$ cat config.mk
export PLATFORM = sky130hd
export DESIGN_NAME = cmc_link
export DESIGN_NICKNAME = d
export VERILOG_FILES = /design/src/cmc_pkg.sv /design/src/cmc_link.sv
export SDC_FILE = /design/constraint.sdc
export NUM_CORES = 2
export LEC_CHECK = 0
export ABC_AREA = 0
export BUFFER_PORTS_ARGS = -buffer_cell sky130_fd_sc_hd__buf_2
export CAP_MARGIN = 20
export CORE_AREA = 2 2 316 318
export DETAILED_ROUTE_END_ITERATION = 7
export DIE_AREA = 0 0 318 320
export GPL_ROUTABILITY_DRIVEN = 0
export SLEW_MARGIN = 20
export SYNTH_ARGS = -nofsm -noshare
export SYNTH_HDL_FRONTEND = slang
export SYNTH_SLANG_ARGS = --single-unit
export TNS_END_PERCENT = 1
$ cat constraint.sdc
create_clock -name vclk -period 20.7
set_input_delay 4.14 -clock vclk [all_inputs]
set_output_delay 4.14 -clock vclk [all_outputs]
set_load 0.01 [all_outputs]
$ cat src/cmc_pkg.sv
// ---------------------------------------------------------------------------
// cmc_pkg
// Shared types, constants and helper functions of the colinear mapping chainer.
// ---------------------------------------------------------------------------
package cmc_pkg;

  localparam int DEF_MAX_MAPPINGS  = 64;
  localparam int DEF_POSITION_BITS = 32;

  localparam int FIELD_W   = 32;   // width of position fields on the ports
  localparam int POS_MAX_W = 40;   // largest supported position width
  localparam int SUM_W     = 40;   // width of saturating length sums
  localparam int REL_W     = 16;   // relative gap limit, unsigned Q8.8
  localparam int CFG_IDX_W = 2;

  localparam logic [CFG_IDX_W-1:0] CFG_ABS_GAP     = 2'd0;
  localparam logic [CFG_IDX_W-1:0] CFG_REL_GAP     = 2'd1;
  localparam logic [CFG_IDX_W-1:0] CFG_GENOME_SIZE = 2'd2;

  typedef enum logic [1:0] {
    ST_CHAINED    = 2'd0,
    ST_MISASM     = 2'd1,
    ST_NON_UNIQUE = 2'd2,
    ST_UNMAPPED   = 2'd3
  } status_t;

  typedef struct packed {
    logic [FIELD_W-1:0] initial_start;
    logic [FIELD_W-1:0] initial_end;
    logic [FIELD_W-1:0] mapped_start;
    logic [FIELD_W-1:0] mapped_end;
    logic [FIELD_W-1:0] edge_length;
    logic               last_mapping;
  } in_item_t;

  typedef struct packed {
    status_t            status;
    logic [FIELD_W-1:0] merged_initial_start;
    logic [FIELD_W-1:0] merged_initial_end;
    logic [FIELD_W-1:0] merged_mapped_start;
    logic [FIELD_W-1:0] merged_mapped_end;
    logic [SUM_W-1:0]   loaded_length;
    logic [SUM_W-1:0]   chained_length;
  } out_item_t;

  // Size of a range; a reversed range has size zero.
  function automatic logic [POS_MAX_W-1:0] span_len(input logic [POS_MAX_W-1:0] s,
                                                    input logic [POS_MAX_W-1:0] e);
    return (e >= s) ? (e - s) : '0;
  endfunction

  // Addition that saturates at the all-ones value of a sum.
  function automatic logic [SUM_W-1:0] sat_add(input logic [SUM_W-1:0] a,
                                               input logic [SUM_W-1:0] b);
    logic [SUM_W:0] s;
    s = {1'b0, a} + {1'b0, b};
    return s[SUM_W] ? {SUM_W{1'b1}} : s[SUM_W-1:0];
  endfunction

endpackage

$ cat src/cmc_link.sv
// ---------------------------------------------------------------------------
// cmc_link
// Consistency test between the held row mapping and the ring head, and the
// chain score update of the head entry.
// ---------------------------------------------------------------------------
module cmc_link #(
  parameter int P  = 32,
  parameter int IW = 6
) (
  input  logic [6*P+cmc_pkg::SUM_W+IW:0]   row,
  input  logic [IW-1:0]                    row_idx,
  input  logic [6*P+cmc_pkg::SUM_W+IW:0]   head,
  input  logic                             upd_en,
  input  logic [cmc_pkg::FIELD_W-1:0]      abs_gap,
  input  logic [cmc_pkg::REL_W-1:0]        rel_gap,
  input  logic [cmc_pkg::FIELD_W-1:0]      genome_size,
  output logic [6*P+cmc_pkg::SUM_W+IW:0]   head_upd,
  output logic                             stop
);
  import cmc_pkg::*;

  localparam int O_IS  = 0;
  localparam int O_IE  = P;
  localparam int O_MS  = 2*P;
  localparam int O_ME  = 3*P;
  localparam int O_SZ  = 4*P;
  localparam int O_MSZ = 5*P;
  localparam int O_SC  = 6*P;
  localparam int O_PR  = 6*P + SUM_W;
  localparam int O_PV  = 6*P + SUM_W + IW;
  localparam int AW    = ((P > FIELD_W) ? P : FIELD_W) + 1;
  localparam int RW    = AW + REL_W + 8;

  logic [AW-1:0]    ei, mei, sj, msj, a, g;
  logic [AW-1:0]    g1, g2, mg;
  logic [P-1:0]     mszi, mszj, mm;
  logic [RW-1:0]    lhs, rhs;
  logic             wrap, near_i, near_m, cons;
  logic [SUM_W-1:0] cand, score_j;

  always_comb begin
    ei   = AW'(row[O_IE +: P]);
    mei  = AW'(row[O_ME +: P]);
    sj   = AW'(head[O_IS +: P]);
    msj  = AW'(head[O_MS +: P]);
    a    = AW'(abs_gap);
    g    = AW'(genome_size);
    mszi = row[O_MSZ +: P];
    mszj = head[O_MSZ +: P];

    wrap   = (sj <= a) && ((ei + a) >= g);
    near_i = !(ei > (sj + a)) && !((ei + a) < sj);
    near_m = !(mei > (msj + a)) && !((mei + a) < msj);
    g1     = (ei > sj) ? (ei - sj) : (sj - ei);
    g2     = (mei > msj) ? (mei - msj) : (msj - mei);
    mg     = (g1 > g2) ? g1 : g2;
    mm     = (mszi > mszj) ? mszi : mszj;
    lhs    = RW'({mg, 8'h00});
    rhs    = RW'(rel_gap) * RW'(mm);
    cons   = wrap || (near_i && near_m && (lhs <= rhs));

    score_j = head[O_SC +: SUM_W];
    cand    = sat_add(row[O_SC +: SUM_W], SUM_W'(head[O_SZ +: P]));

    head_upd = head;
    if (upd_en && cons && (score_j < cand)) begin
      head_upd[O_SC +: SUM_W] = cand;
      head_upd[O_PR +: IW]    = row_idx;
      head_upd[O_PV]          = 1'b1;
    end
    stop = upd_en && !cons && (msj > (mei + a));
  end

endmodule

* After elaboration in Yosys (flattened, before gate mapping) *
Index checks and enable logic that the tools add are counted.
W data, S select, Z words.

word-level totals
  register bits = 0
  bits in latches = 0
  memory bits (writable) = 0
  memory bits (read-only) = 0
  bits of input ports = 565
  output and inout bits = 240
  word-level logic and storage cells = 44
  memories kept = 0

cells by class
  $add $sub $neg = 9
  multiply operators = 1
  div/mod/pow operators = 0
  $lt $le $gt $ge = 13
  equality and inequality tests = 0
  shift operators = 0
  mux-type cells = 6
  bitwise logic cells = 0
  reductions and logical operators = 15

operator list
  cell                 number
  $add A32 B32 Y33     4
  $sub A32 B32 Y33     4
  $gt A32 B33 Y1       3
  $mux W33             3
  $gt A32 B32 Y1       3
  $lt A33 B32 Y1       2
  $le A41 B48 Y1       1
  $mul A16 B32 Y48     1
  $mux W47             1
  $add A40 B32 Y41     1
  $lt A40 B40 Y1       1
  $mux W40             1
  $ge A33 B32 Y1       1
  $gt A33 B33 Y1       1
  $le A32 B32 Y1       1
  $mux W32             1
  $logic_and A1 B1 Y1  9
  $logic_not A1 Y1     5
  $logic_or A1 B1 Y1   1

* Depth between registers and ports, before layout *
  depth in word-level cells = 10
  mapped depth = 52

* Worst setup path before layout *
Ideal clock, no wire load.

  path kind = input to output
  from = input head[167] (netlist name)
  to = output head_upd[236] (netlist name)
  arrival = 15.384 ns
  required time = 16.560 ns
  slack = 1.176 ns
  cell stages on the path = 48
  cell sequence = inv_1 ha_1 nand2_1 or4_1 a21oi_1 a211o_1 a21oi_1 nor2b_1 a21oi_1 clkbuf_1 nand2_1 o21ai_0 clkbuf_1 nand2_1 fa_1 inv_1 fa_1 inv_1 [12 not listed] nand2_1 o21ai_0 a21oi_1 xnor2_1 ha_1 nand3_1 or4_1 or3b_1 o21ai_1 or3_1 o2111ai_1 a31o_1 nor4_1 nand4_1 or4_4 nand2b_2 buf_4 mux2_1

between the ends
  word-level cells in the longest chain between the ends = 9

ends and longest elaborated chain
  element                                line            source
  from (decl)                            cmc_link.sv:12  input logic [6*P+cmc_pkg::SUM_W+IW:0] head,
  $gt A32 B32 Y1                         cmc_link.sv:57  mm = (mszi > mszj) ? mszi : mszj;
  $mux W32 (*)                           cmc_link.sv:57
  $mul A16 B32 Y48 (*)                   cmc_link.sv:59  rhs = RW'(rel_gap) * RW'(mm);
  $le A41 B48 Y1 (*)                     cmc_link.sv:60  cons = wrap || (near_i && near_m && (lhs <= rhs));
  $logic_and A1 B1 Y1 (*)                cmc_link.sv:60
  $logic_or A1 B1 Y1 (*)                 cmc_link.sv:60
  $logic_and A1 B1 Y1 (*) (2 in series)  cmc_link.sv:66  if (upd_en && cons && (score_j < cand)) begin
  $mux W47 (*)                           cmc_link.sv:66
  to (decl)                              cmc_link.sv:17  output logic [6*P+cmc_pkg::SUM_W+IW:0] head_upd,

Every way passes the cells marked *; elsewhere a longest branch is shown, timed or not.

* Worst setup path after layout *
  from = input head[167] (netlist name)
  to = output head_upd[210] (netlist name)

The elaborated chain is that of the path after synthesis.

==> results.md <==
* Grt ovf at 0
* WP data required at 16.56 ns
* DRT Wirelength at 139000 um
* FILL cells at 9975
* Iteration-0 DRC Markers at 2466
* Worst path bufs/invs at 15
* Fmax at 49.5 MHz
* Pins Over Slew Limit at 0
* Worst slew pin tran at 0.995 ns
* Post-synth top area share at 0.224
* Die W at 318 um
* Setup WS post-layout at 0.499 ns
* Hold Path Origin: head[43]
* Slowest stage delay, CP at 0.58 ns
* CP Data Arrival Time at 16.06 ns
* Hold-fix buffers, CTS at 0
* Register area at 0 um^2
* Cell count after synthesis at 5379
* Die Span Y at 320 um
* Multi-input gate area in the final layout at 36000 um^2
* Full die area at 102000 um^2
* Number of global-route vias before repair at 38672
* Drt first pass iters at 8
* Area leader, netlist: ha_1
* I/O pins at 805
* Count of input and output buffers at 574
* GRT Util Overall at 0.267
* Layout Area Growth over Synthesis at 10.5%
* Antenna-violating nets left at 0
* Period utilization at 0.976
* Post-DP HPWL at 123000 um
* Mean post-synth cell area at 7.63 um^2
* Crit path kind: in -> out
* Vias at 38741
* Final critical-path required period at 20.20 ns
* Dpl ws at -0.500 ns
* CP Capture Type: output pin
* Count leader, synth: inv_1
* # Max-Cap Violations at 0
* Crit-path slowest cell: fa_1
* Fraction of final layout cells sized beyond drive strength 1 at 0.149
* Slew Limit Headroom at 0.332
* Syn_nets at 7107
* Sequential area share after synthesis at 0
* Worst Hold Class: in -> out
* Hold path depth at 0
* Top cells by count, synth: 829 x inv_1, 736 x ha_1, 557 x nand2_1
* Hold Vio Cnt, Final at 0
* Largest net degree at the start of global routing at 44
* Wirelength per Cell at 19.6 um
* Core area at 98000 um^2
* Max FO, Critical Path at 14
* Fin nets at 7531
* Initial antenna violation count at 27
* Num rows at 115
* Final-layout clock buffer total at 0
* Mapped cell area at 41000 um^2
* Initial Util at 0.419
* FF+latch count at 0
* First-pass GRT wire length at 216000 um
* Synth area leaders: ha_1 22%, fa_1 21%, inv_1 7.6%
* DR vias/cell at 5.46
* Final setup viols at 0
* CP startpoint: head[167]
* CP delay by family, top: adder cells
* Synth cell types at 86
* Status: finished clean
* Critical Path Source Type: input pin
* DRC at 0
* Stages on the worst setup path at 54
* Syn. warnings at 0
* Most frequent CP cell: buf_4
## cells by family (layout without fill, tap and decap cells)
logic type                 after synthesis  in the layout  synth area share
AOI/OAI and AO/OA                     1254           1254             0.195
buffers and inverters                 1195           1616             0.128
adders and majority gates             1163           1163             0.433
other                                    0              8                 0
xor gates and xnor gates               237            237            0.0506
muxes                                  105            105            0.0262
and+or+nand+nor                       1425           1426             0.168
## placed cells by master (no fill, tap or decap), drive strengths merged, types with 36 or more instances in the layout
| cell | instances |
|---|---|
| a211oi | 46 |
| a21o | 230 |
| a21oi | 397 |
| and2 | 198 |
| buf | 786 |
| fa | 427 |
| ha | 736 |
| inv | 829 |
| mux2i | 86 |
| nand2 | 557 |
| nand2b | 55 |
| nand3 | 63 |
| nand4 | 95 |
| nor2 | 248 |
| nor2b | 47 |
| nor3 | 47 |
| o211ai | 38 |
| o21a | 37 |
| o21ai | 260 |
| o21bai | 36 |
| xnor2 | 151 |
| xor2 | 86 |
## worst paths after layout
check / endpoint
worst max-delay path: head_upd[210]
worst min-delay path: head_upd[43]
## repair_timing
| item | 4_1_cts | 5_1_grt |
|---|---|---|
| setup buffers | 1 | 15 |
| pin swaps | 2 | 16 |
| setup endpoints to repair | 47 | 47 |
| endpoints found under the hold margin | 0 | 0 |
| gates cloned | 0 | 2 |
| resized for setup | 6 | 34 |
## metrics by stage
step | TNS (ns) | instance area [um^2] | util | instances | hold WS (ns)
6_report | 0 | 45300 | 0.463 | 7096 | 8.28
5_1_grt | -0.257 | 45300 | 0.463 | 7091 | 8.28
4_1_cts | 0 | 45000 | 0.459 | 7071 | 8.28
3_5_place_dp | -17.05 | 45000 | 0.459 | 7070 | 8.28
3_3_place_gp | -10.90 | 45000 | 0.459 | 7070 | 8.28
2_1_floorplan | 0 | 41000 | - | 5379 | 8.37
## metal layers
metal  track usage  vias to the layer above  wire, um
li1              -                    18806         -
met1         0.362                    18617     61900
met2         0.446                     1125     63800
met3        0.0396                      167      9170
met4        0.0635                       26      4230
met5             0                        -       163
## cell type report
class,count,share of cell area
Multi-Input combinational cell,4185,0.794
Timing Repair Buffer,787,0.102
Inverter,829,0.0686
Tap cell,1287,0.0355
Antenna cell,8,0.000442
Power is left out: the tool's default activity adds up to more than one toggle a clock period on the data nets, which glitch-free logic cannot reach.
